==> config.mk <==
export PLATFORM = sky130hd
export DESIGN_NAME = rrt_cell
export DESIGN_NICKNAME = d
export VERILOG_FILES = /design/src/hdl/rrt_pkg.sv /design/src/hdl/rrt_cell.sv
export SDC_FILE = /design/constraint.sdc
export NUM_CORES = 1
export LEC_CHECK = 0
export BUFFER_PORTS_ARGS = -buffer_cell sky130_fd_sc_hd__buf_2
export CAP_MARGIN = 20
export CORE_MARGIN = 4
export CORE_UTILIZATION = 46
export DETAILED_ROUTE_END_ITERATION = 10
export PLACE_DENSITY = 0.87
export SLEW_MARGIN = 20
export SYNTH_ARGS = -nofsm -noshare
export SYNTH_HDL_FRONTEND = slang
export SYNTH_SLANG_ARGS = --single-unit
==> constraint.sdc <==
create_clock -name clk -period 3.7 [get_ports clk]
set_input_delay 0 -clock clk [delete_from_list [all_inputs] [get_ports clk]]
set_output_delay 0 -clock clk [all_outputs]
set_load 0.02 [all_outputs]
==> src/hdl/rrt_pkg.sv <==
// Shared types and constants for the row rank transform.
`timescale 1ns / 1ps
`default_nettype none
package rrt_pkg;

    // Field widths of the sample and result items
    localparam int VALUE_W        = 32;
    localparam int POS_W          = 16;
    localparam int RANK_W         = 6;
    localparam int SAMPLE_MAX_DEF = 64;

    // Sample travelling down the chain, carrying its running rank
    typedef struct packed {
        logic                      valid;
        logic signed [VALUE_W-1:0] value;
        logic [POS_W-1:0]          position;
        logic [RANK_W-1:0]         cnt;
    } mv_t;

    // Sample settled in a cell
    typedef struct packed {
        logic                      occ;
        logic signed [VALUE_W-1:0] value;
        logic [POS_W-1:0]          position;
        logic [RANK_W-1:0]         rank;
    } slot_t;

    // Chain-wide control from the sequencer
    typedef struct packed {
        logic shift;
    } ctrl_t;

endpackage
`default_nettype wire

==> src/hdl/rrt_cell.sv <==
// One compare cell: holds a settled sample and ranks it against samples passing by.
`timescale 1ns / 1ps
`default_nettype none
module rrt_cell (
    input  wire            clk,
    input  wire            rst_n,
    input  rrt_pkg::ctrl_t ctrl,
    input  rrt_pkg::mv_t   mv_in,
    output rrt_pkg::mv_t   mv_out,
    input  rrt_pkg::slot_t slot_in,
    output rrt_pkg::slot_t slot_out,
    output logic           busy
);
    import rrt_pkg::*;

    mv_t   mv_reg;
    slot_t slot_reg;
    slot_t slot_next;
    logic  hit;
    logic  le;

    // Compare the passing sample with the settled one
    assign hit = mv_reg.valid && slot_reg.occ;
    assign le  = slot_reg.value <= mv_reg.value;

    // Hand the passing sample on; count settled samples that rank below it
    always_comb
    begin
        mv_out          = mv_reg;
        mv_out.valid    = hit;
        mv_out.cnt      = le ? mv_reg.cnt + RANK_W'(1) : mv_reg.cnt;
    end

    // Settle, bump rank when a later smaller sample passes, or shift out
    always_comb
    begin
        slot_next = slot_reg;
        if (ctrl.shift)
        begin
            slot_next = slot_in;
        end
        else if (mv_reg.valid && !slot_reg.occ)
        begin
            slot_next.occ      = 1'b1;
            slot_next.value    = mv_reg.value;
            slot_next.position = mv_reg.position;
            slot_next.rank     = mv_reg.cnt;
        end
        else if (hit && !le)
        begin
            slot_next.rank = slot_reg.rank + RANK_W'(1);
        end
    end

    always_ff @(posedge clk or negedge rst_n)
    begin
        if (!rst_n)
        begin
            mv_reg   <= '0;
            slot_reg <= '0;
        end
        else
        begin
            mv_reg   <= mv_in;
            slot_reg <= slot_next;
        end
    end

    assign slot_out = slot_reg;
    assign busy     = mv_reg.valid;

endmodule
`default_nettype wire
==> key figures, run 1 <==
Worst setup path
  • Setup crit end kind: primary output
  • Worst endpoint required time: 3.70 ns
  • Cell Chain, Critical Path: ha_1, nand4_2, or4_4, o221ai_1, and2_1, mux2_2, buf_2
  • Arrival time of data at the critical path endpoint: between 3 and 4 ns
  • Critical path type: flop to primary output
  • Cell with the largest stage delay on the worst path: or4_4
  • Slowest cell delay on critical path: around 0.61 ns
  • Worst setup SP type: flop
  • Largest fanout on the critical path: 6

Routing
  • Total Wirelength: between 15,000 and 20,000 um
  • Average detailed-routed wire length per instance: approximately 17 um
  • Number of nets still failing antenna checks after routing: 0
  • DRT Pass-1 Iters: 5
  • DRC violation total after the first TritonRoute iteration: 325
  • Detailed-route via count: between 4,000 and 5,000
  • Via density per instance: 5.159
  • Drt drc: 0

Logic synthesis
  • Top flip-flop cell by instance count after synthesis: dfrtp_1
  • Avg Synthesized Cell Area: around 10 um^2
  • Sequential cell area fraction in the yosys report: slightly above 50%
  • Number of cells produced by synthesis: between 500 and 600
  • Async SR Flop Fraction: 100.0%
  • Synth Net Count: around 680
  • Number of enable flip-flop cells after synthesis: 0
  • Register bit total from synthesis: between 100 and 150
  • Netlist cell types: 43
  • Netlist area before placement: between 5000 and 6000 um^2
  • Syn. warnings: 0

Job
  • Max-Cap Viols: 0

Die
  • Starting Density: 47.03%
  • DIE HEIGHT: 116.0 um
  • Core area: 11,420 um^2
  • Top-Level Pins: approximately 220
  • Die area: roughly 13,000 um^2
  • FP Rows: 39
  • Chip Width: about 120 um

Clock network
  • H-tree depth reported by CTS: 3
  • Clock sink total: between 100 and 150
  • Number of setup buffers added after CTS: 0
  • Clock tree root driver cell: clkbuf_16
  • Reg clk slew, reported paths: ~0.07 ns
  • Max clock buf depth: 2
  • CTS Buf Count: 9
  • Clock insertion delay at the later pin of the skew report: 0.36 ns
  • Post-cts resize count: 0
  • Clock tree from TritonCTS: yes
  • Post-CTS Hold Buffers: 111

Timing
  • Pins Over Slew Limit: 0
  • Setup TNS after final layout: 0 ns
  • Crit path time final: 3.238 ns
  • Slew margin rel.: around 44%
  • Achievable clock frequency: ~300 MHz
  • Final Setup Violations: 0
  • Worst Tran Pin Value: around 0.85 ns
  • Setup repair after global routing missed its margin: false
  • Count of endpoints failing hold in the final timing report: 0
  • Period utilization: between 80 and 90%
  • Fin Clk Skew: 0.008080 ns

GRT
  • Vias in the first global route: ~5,300
  • Antenna violations before repair: 1
  • All-Layer GR Usage: between 20% and 30%
  • Remaining Overflow, GRT: 0
  • Global-route wire length before repair: ~26,000 um
  • Largest net degree at the start of global routing: around 60

Final layout
  • Fill cell instance count of the final layout: 818
  • Fraction of final layout cells with drive strength greater than 1: a little under a third
  • Area of the multi-input gates: around 2000 um^2
  • Flip-flop count of the largest register after layout: between 50 and 60
  • Footprint of the flip-flops and latches: ~2800 um^2
  • Syn-to-layout area delta: 42.40%
  • Nets: 960

Power and ir drop
  • Final total power: between 3 and 4 mW
  • Highest ir drop seen on vdd: between 0.3 and 0.4 mV
  • Total power density per cell area: ~400 nW/um^2
  • Static leakage power: ~3.9 nW

Worst hold path
  • Path class of the lowest-slack min-delay path: input port to asynchronous set/reset pin

Placed design
  • HPWL after detailed placement: around 10,000 um
  • Number of port buffers: 223
  • Last weighted congestion value of the routability-driven placer: 0.8241

Outcome
  • Run status: complete, no violations
[where the power goes]
part | leakage [nW] | internal (mW) | total, mW | switching [mW]
Combinational | 2.48 | 0.340 | 0.786 | 0.446
Clock | 0.133 | 0.464 | 0.925 | 0.461
Sequential | 1.31 | 1.30 | 1.38 | 0.0824
[worst max-delay path, delay by kind of cell, from the launching register on]
kind	cells	cell delay, ns
AND/OR/NAND/NOR	3	1.06
AO/OA/AOI/OAI	1	0.48
buffers and inverters	1	0.16
adder cells (fa/ha/maj)	1	0.42
flip-flops	1	0.41
multiplexers	1	0.35
[worst paths after layout]
kind	slack [ns]	end	depth (start not counted)	startpoint
min in group clk	0.27	slot_out[1]$_DFFE_PN0P_	3	ctrl
max reg2reg	0.62	slot_out[5]$_DFFE_PN0P_	8	slot_out[53]$_DFFE_PN0P_
max	0.46	mv_out[1]	7	slot_out[53]$_DFFE_PN0P_
min	0.06	slot_out[17]$_DFFE_PN0P_	2	rst_n
max in group asynchronous	2.73	slot_out[31]$_DFFE_PN0P_	3	rst_n
min reg2reg	0.58	slot_out[11]$_DFFE_PN0P_	2	slot_out[11]$_DFFE_PN0P_
[metal layers]
layer / share of wire, % / GRT usage (%)
met5: 0 / 0
met2: 52 / 45.61
met3: 8.0 / 8.355
met1: 35 / 26.53
met4: 4.2 / 11.29
[placed cells by master, fill, tap and decap left out, types with 2 or more instances in the layout]
cell type	instances
nand2_1	58
dlygate4sd3_1	111
mux2_2	6
clkinvlp_4	2
mux2_1	4
buf_4	5
diode_2	2
a21oi_1	52
a211oi_1	2
buf_2	222
clkbuf_16	9
inv_6	3
nor2_1	40
nand4_1	8
xor2_1	3
and2_1	3
inv_1	34
ha_1	34
nand3_1	7
dfrtp_1	110
xnor2_1	6
mux2i_1	18
o21ai_0	54
[layout make-up]
type | instances | share of cell area [%]
tap | 143 | 2.340
multi-input combinational | 320 | 26.72
clock buffer | 9 | 2.945
antenna | 2 | 0.06545
timing repair buffer | 338 | 29.55
sequential | 110 | 35.99
inverter | 34 | 1.669
clock inverter | 7 | 0.7199
[logic make-up (layout without fill, tap and decap cells)]
family | after synthesis | in the layout | share of synthesized area [%]
and+or+nand+nor | 130 | 130 | 11.14
AOI/OAI and AO/OA | 119 | 119 | 11.93
DFF | 110 | 110 | 51.26
buffers and inverters | 106 | 388 | 10.83
adders and majority gates | 34 | 34 | 7.922
muxes | 28 | 28 | 5.452
xor gates and xnor gates | 9 | 9 | 1.468
other | 0 | 2 | 0
[per-stage QoR]
stage               cells  worst slack [ns]  hold slack, ns  utilization [%]  cell area (um^2)
detailed placement    834            0.6527        -0.09662            54.74              6251
finish                963            0.4620         0.05642            66.97              7647
global placement      834            0.7600        -0.09141            54.74              6251
CTS                   961            0.4877         0.05985            66.93              7642
global route          962            0.2522         0.09616            66.95              7645
floorplan             536            0.8195         -0.2956                -              5370
[Yosys cell counts (2+ instances only)]
cell type  instances  area [um^2]
mux2i_1           18        180.2
xnor2_1            6        52.55
nand4_1            8        50.05
dfrtp_1          110         2753
ha_1              34        425.4
inv_1             34        127.6
xor2_1             3        26.28
a21oi_1           52        260.3
mux2_2             6        67.56
and2_1             3        18.77
clkbuf_1          23        86.33
nand2_1           58        217.7
a211oi_1           2        15.01
o21ai_0           54        270.3
buf_4             49        367.9
nor2_1            40        150.1
mux2_1             4        45.04
nand3_1            7        35.03
Power figures use the tool's default switching activity.
==> run 2: changes to the inputs <==
- CORE_MARGIN: 4 -> not set
==> key figures, run 2 (synthesis gave the netlist of run 1 again) <==
Die
  • Chip Width: 110.0 um (-5.2%)
  • Core area: 11,420 um^2 (unchanged)
  • DIE HEIGHT: 110.0 um (-5.2%)
  • Die area: 12,110 um^2 (-10%)
  • Starting Density: 47.03% (unchanged)
  • FP Rows: 39 (unchanged)
  • Top-Level Pins: 224 (unchanged)

Placed design
  • Place WS: 0.6888 ns (+0.03610 ns)
  • Last weighted congestion value of the routability-driven placer: 0.7725 (-6.3%)
  • HPWL after detailed placement: 9101 um (-10%)
  • Number of port buffers: 223 (unchanged)
  • Placed Cells: 834 (unchanged)

GRT
  • Antenna violations before repair: 2 (+1)
  • All-Layer GR Usage: 27.00% (+1.8 points)
  • Vias in the first global route: 5,232 (-1.9%)
  • Global-route wire length before repair: 24,540 um (-6.4%)
  • Remaining Overflow, GRT: 0 (unchanged)
  • Largest net degree at the start of global routing: 109 (+85%)

Timing
  • Setup TNS after final layout: 0 ns (unchanged)
  • Final Setup Violations: 0 (unchanged)
  • Setup repair after global routing missed its margin: false
  • Crit path time final: 3.180 ns (-0.05764 ns)
  • Count of endpoints failing hold in the final timing report: 0 (unchanged)
  • Achievable clock frequency: 314.4 MHz (+1.8%)
  • Fin Clk Skew: 0.009172 ns (+0.001092 ns)
  • Slew margin rel.: 32.30% (-11 points)
  • Worst Tran Pin Value: 1.015 ns (+0.1684 ns)
  • Worst-case setup margin in the final layout: 0.5196 ns (+0.05764 ns)
  • Pins Over Slew Limit: 0 (unchanged)
  • Period utilization: 85.96% (-1.6 points)

Power and ir drop
  • Clock Power Share: 32.5% (+2.6 points)
  • Highest ir drop seen on vdd: 0.4032 mV (+2.4%)
  • Switch Pwr: 967.9 uW (-2.2%)
  • Total power density per cell area: 416.5 nW/um^2 (+3.0%)
  • Sequential Power Share: 43.2% (-1.5 points)
  • Static leakage power: 3.946 nW (+0.69%)
  • Cell-internal power: 2.234 mW (+6.2%)
  • Final total power: 3.202 mW (+3.6%)
  • Proportion of total power due to net switching: 30.22% (-1.8 points)
  • Power share of the combinational group: 24.3% (-1.1 points)

Routing
  • Number of nets still failing antenna checks after routing: 0 (unchanged)
  • DRT Pass-1 Iters: 5 (unchanged)
  • DRC violation total after the first TritonRoute iteration: 359 (+10%)
  • Via density per instance: 5.197 (+0.74%)
  • Average detailed-routed wire length per instance: 16.50 um (-5.4%)
  • Total Wirelength: 15,890 um (-5.4%)
  • Detailed-route via count: 5,005 (+0.74%)
  • Drt drc: 0 (unchanged)

Final layout
  • Post-Layout Cell Count: 963 (unchanged)
  • Syn-to-layout area delta: 43.17%
  • Flip-flop count of the largest register after layout: 55 (unchanged)
  • Commonest cells after routing, fill and taps aside: buf_2, dlygate4sd3_1, dfrtp_1, nand2_1, o21ai_0
  • Nets: 960 (unchanged)
  • Fraction of final layout cells with drive strength greater than 1: 31.42% (unchanged)
  • Most common library cell in the layout ignoring fill and taps: buf_2
  • Core Util, Final: 67.34% (+0.36 points)

Clock network
  • H-tree depth reported by CTS: 3 (unchanged)
  • Max clock buf depth: 2 (unchanged)
  • Clock sink total: 110 (unchanged)
  • Clock tree root driver cell: clkbuf_16
  • Reg clk slew, reported paths: 0.07 ns (about the same)
  • Clock tree from TritonCTS: yes
  • CTS Buf Count: 9 (unchanged)
  • Clock insertion delay at the later pin of the skew report: 0.35 ns (about the same)
  • Post-cts resize count: 0 (unchanged)

Worst setup path
  • Slowest cell delay on critical path: 0.45 ns (-0.16 ns)
  • Cell with the largest stage delay on the worst path: or3_1
  • Critical path type: flop to primary output
  • Number of buffers and inverters on the critical path: 2 (+1)
  • Setup crit end kind: primary output
  • Worst setup startpoint: mv_out[36]$_DFF_PN0_
  • Arrival time of data at the critical path endpoint: 3.18 ns (-0.06 ns)
  • Cell Chain, Critical Path: inv_1, ha_1, nand4_1, or3_1, a21o_1, a31oi_1, o221ai_1, and2_1, mux2_2, buf_2
  • Start of the worst register-to-register path: mv_out[53]$_DFF_PN0_
  • Kind of cell adding the most delay to the critical path: simple AND/OR/NAND/NOR gates
  • Largest fanout on the critical path: 6 (unchanged)
  • Worst endpoint required time: 3.70 ns (about the same)
  • Worst setup SP type: flop

Outcome
  • Run status: complete, no violations

Worst hold path
  • Path class of the lowest-slack min-delay path: input port to asynchronous set/reset pin

Job
  • Max-Cap Viols: 0 (unchanged)
==> run 2: changes by cell type in the layout (fill, tap and decap cells not counted), sizes merged <==
cell      delta
bufinv       +2
clkinv       +2
clkinvlp     -2
inv          -2
==> run 2: timing repair <==
item,in CTS,in global routing
hold buffers,111,0
endpoints found under the hold margin,170,0
buffers inserted,0,0
==> run 2: cell type report <==
type / count / area [um^2]
Fill cell: 801 / 3730
Antenna cell: 2 / 5.005
Clock inverter: 7 / 96.34
Timing Repair Buffer: 338 / 2260
Inverter: 34 / 127.6
Tap cell: 143 / 178.9
Clock buffer: 9 / 225.2
Sequential cell: 110 / 2753
Multi-Input combinational cell: 320 / 2043
==> run 2: final timing paths <==
check	to	slack, ns	cells past startpoint
max	mv_out[1]	0.52	10
min	mv_out[18]$_DFF_PN0_	0.26	2
max reg2reg	slot_out[3]$_DFFE_PN0P_	0.65	9
min reg2reg	slot_out[9]$_DFFE_PN0P_	0.57	2
max in group asynchronous	mv_out[33]$_DFF_PN0_	2.54	3
min in group clk	mv_out[15]$_DFF_PN0_	0.28	2
==> run 2: layer usage <==
layer	routed length [um]	up-vias	GRT usage [%]
li1	-	2320	-
met3	1158	69	8.054
met2	8116	257	48.13
met1	5889	2359	28.03
met5	0	-	0
met4	725	0	15.81
==> run 2: power by group through the flow <==
stage | clock network [mW] | registers [mW] | logic [mW]
2_1_floorplan | 0 | 1.47 | 0.365
3_3_place_gp | 0 | 1.39 | 0.651
3_5_place_dp | 0 | 1.40 | 0.666
4_1_cts | 1.06 | 1.38 | 0.758
5_1_grt | 1.11 | 1.39 | 0.855
6_report | 1.04 | 1.38 | 0.779
==> run 2: through the flow <==
stage | hold WS [ns] | area (um^2)
finish | 0.2629 | 7689
global route | 0.2776 | 7689
global placement | 0.1074 | 6251
CTS | 0.2636 | 7684
floorplan | -0.2956 | 5370
detailed placement | 0.1093 | 6251
==> run 2: worst reg2reg max path, stage by stage (launching register included) <==
cell and delay, ns:
dfrtp_1 0.36, inv_1 0.07, ha_1 0.39, nand4_2 0.15
or4_4 0.60, o211ai_2 0.21, a311oi_2 0.07, nor4_4 0.46
mux2_1 0.38, mux2_2 0.26
==> run 3: changes to the inputs <==
- PLACE_DENSITY: 0.87 -> 0.77
==> key figures, run 3 (synthesis gave the netlist of run 1 again) <==
Die
  • DIE HEIGHT: 110.0 um (unchanged)
  • Top-Level Pins: 224 (unchanged)
  • Chip Width: 110.0 um (unchanged)
  • FP Rows: 39 (unchanged)
  • Starting Density: 47.03% (unchanged)
  • Core area: 11,420 um^2 (unchanged)
  • Die area: 12,110 um^2 (unchanged)

Clock network
  • Clock sink total: 110 (unchanged)
  • Max clock buf depth: 2 (unchanged)
  • Number of setup buffers added after CTS: 0 (unchanged)
  • Clock tree root driver cell: clkbuf_16
  • Clock tree from TritonCTS: yes
  • CTS Buf Count: 9 (unchanged)
  • Clock insertion delay at the later pin of the skew report: 0.35 ns (about the same)
  • Reg clk slew, reported paths: 0.08 ns (about the same)
  • H-tree depth reported by CTS: 3 (unchanged)

Routing
  • DRT Pass-1 Iters: 4 (-1)
  • Drt drc: 0 (unchanged)
  • Via density per instance: 5.065 (-2.6%)
  • Average detailed-routed wire length per instance: 16.04 um (-2.8%)
  • DRC violation total after the first TritonRoute iteration: 338 (-5.8%)
  • Total Wirelength: 15,390 um (-3.2%)
  • Number of nets still failing antenna checks after routing: 0 (unchanged)
  • Detailed-route via count: 4,857 (-3.0%)

Final layout
  • Nets: 958 (-0.21%)
  • Fraction of final layout cells with drive strength greater than 1: 31.13% (-0.29 points)
  • Footprint of the flip-flops and latches: 2753 um^2 (unchanged)
  • Most common library cell in the layout ignoring fill and taps: buf_2
  • Area of the multi-input gates: 2043 um^2 (unchanged)
  • Fill cell instance count of the final layout: 824 (+2.9%)
  • Number of antenna diodes: 0 (-2)
  • Final standard cell area without fillers: 7624 um^2 (-0.85%)
  • Commonest cells after routing, fill and taps aside: buf_2, dlygate4sd3_1, dfrtp_1, nand2_1, o21ai_0
  • Syn-to-layout area delta: 41.96%
  • Flip-flop count of the largest register after layout: 55 (unchanged)

Power and ir drop
  • Total power density per cell area: 401.8 nW/um^2 (-3.5%)
  • Static leakage power: 3.908 nW (-0.96%)
  • Final total power: 3.063 mW (-4.3%)
  • Highest ir drop seen on vdd: 0.3819 mV (-5.3%)

GRT
  • Largest net degree at the start of global routing: 109 (unchanged)
  • Vias in the first global route: 4,840 (-7.5%)
  • All-Layer GR Usage: 25.78% (-1.2 points)
  • Remaining Overflow, GRT: 0 (unchanged)
  • Antenna violations before repair: 0 (-2)
  • Global-route wire length before repair: 23,330 um (-4.9%)

Timing
  • Slew margin rel.: 35.96% (+3.7 points)
  • Setup TNS after final layout: 0 ns (unchanged)
  • Hold Worst Slack: 0.2838 ns (+0.02095 ns)
  • Period utilization: 87.06% (+1.1 points)
  • Setup repair after global routing missed its margin: false
  • Crit path time final: 3.221 ns (+0.04083 ns)
  • Worst Tran Pin Value: 0.9606 ns (-0.05493 ns)
  • Final Setup Violations: 0 (unchanged)
  • Count of endpoints failing hold in the final timing report: 0 (unchanged)
  • Fin Clk Skew: 0.01219 ns (+0.003014 ns)
  • Achievable clock frequency: 310.4 MHz (-1.3%)
  • Pins Over Slew Limit: 0 (unchanged)

Placed design
  • Placement-stage cell area: 6238 um^2 (-0.20%)
  • Number of port buffers: 223 (unchanged)
  • Last weighted congestion value of the routability-driven placer: 0.8610 (+11%)
  • HPWL after detailed placement: 9829 um (+8.0%)

Job
  • Max-Cap Viols: 0 (unchanged)

Worst setup path
  • Worst setup SP type: flop
  • Worst reg-to-reg path cell count: 9 (unchanged)
  • Capturing element of the worst setup path: mv_out[1]
  • Setup crit end kind: primary output
  • Arrival time of data at the critical path endpoint: 3.22 ns (+0.04 ns)
  • Worst flop-to-flop path endpoint: slot_out[4]$_DFFE_PN0P_
  • Worst endpoint required time: 3.70 ns (about the same)
  • Start of the worst register-to-register path: mv_out[53]$_DFF_PN0_
  • Register-to-register path setup slack: 0.67 ns (+0.02 ns)
  • Worst setup startpoint: mv_out[41]$_DFF_PN0_
  • Critical path type: flop to primary output
  • Largest fanout on the critical path: 6 (unchanged)

Outcome
  • Run status: complete, no violations

Worst hold path
  • Path class of the lowest-slack min-delay path: input port to flop
## run 3: cell types whose count changed in the layout (fill, tap and decap cells not counted), sizes merged
| cell | change |
|---|---|
| diode | -2 |
| buf | -2 |
| clkbuf | +1 |
| inv | +1 |
| bufinv | -2 |
| clkinvlp | +2 |
| clkinv | -2 |
## run 3: repair_timing
action / 4_1_cts / 5_1_grt
setup endpoints to repair: 0 / 0
hold endpoints to repair: 179 / 0
gates resized for setup: 0 / 0
hold buffers: 111 / 0
## run 3: through the flow
step	util (%)	setup slack, ns	std cells
floorplan	-	0.8195	536
global placement	54.64	0.7817	832
detailed placement	54.64	0.6417	832
CTS	66.77	0.4849	959
global route	66.77	0.2601	959
finish	66.77	0.4788	959
## run 3: metal layers
layer	vias to the layer above	wire length (um)	track usage (%)
met3	29	1035	6.702
met1	2319	6019	28.36
met4	0	365	10.10
met5	-	0	0
li1	2310	-	-
met2	199	7965	47.19
## run 3: area by class of cell
class / count / share of cell area [%]
multi-input cells: 320 / 26.80
well taps: 143 / 2.347
clock inverters: 6 / 0.5908
flip-flops and latches: 110 / 36.11
repair buffers: 336 / 29.48
clock buffers: 10 / 3.003
inverters: 34 / 1.674
## run 3: worst min path at each step
stage | endpoint | slack, ns | from | cells past startpoint
after CTS | mv_out[11]$_DFF_PN0_ | 0.27 | mv_in[11] | 2
after floorplan | busy$_DFF_PN0_ | -0.30 | rst_n | 0
after global placement | mv_out[48]$_DFF_PN0_ | 0.11 | mv_in[48] | 1
after detailed placement | mv_out[29]$_DFF_PN0_ | 0.11 | mv_in[29] | 1
after global routing | mv_out[7]$_DFF_PN0_ | 0.27 | mv_in[7] | 2
final | mv_out[9]$_DFF_PN0_ | 0.28 | mv_in[9] | 2
## run 3: power breakdown
part           internal (mW)  leakage, nW  switching (mW)
logic                  0.338         2.47           0.435
registers               1.30         1.31          0.0812
clock network          0.462        0.131           0.448
total                   2.10         3.91           0.964
## run 3: critical path: stages (launching register included)
cell	delay (ns)
dfrtp_1	0.35
inv_1	0.07
ha_1	0.32
a21oi_1	0.14
o21ai_0	0.16
a211oi_1	0.42
nand2_1	0.13
o221ai_1	0.50
and2_1	0.28
mux2_2	0.35
buf_2	0.16
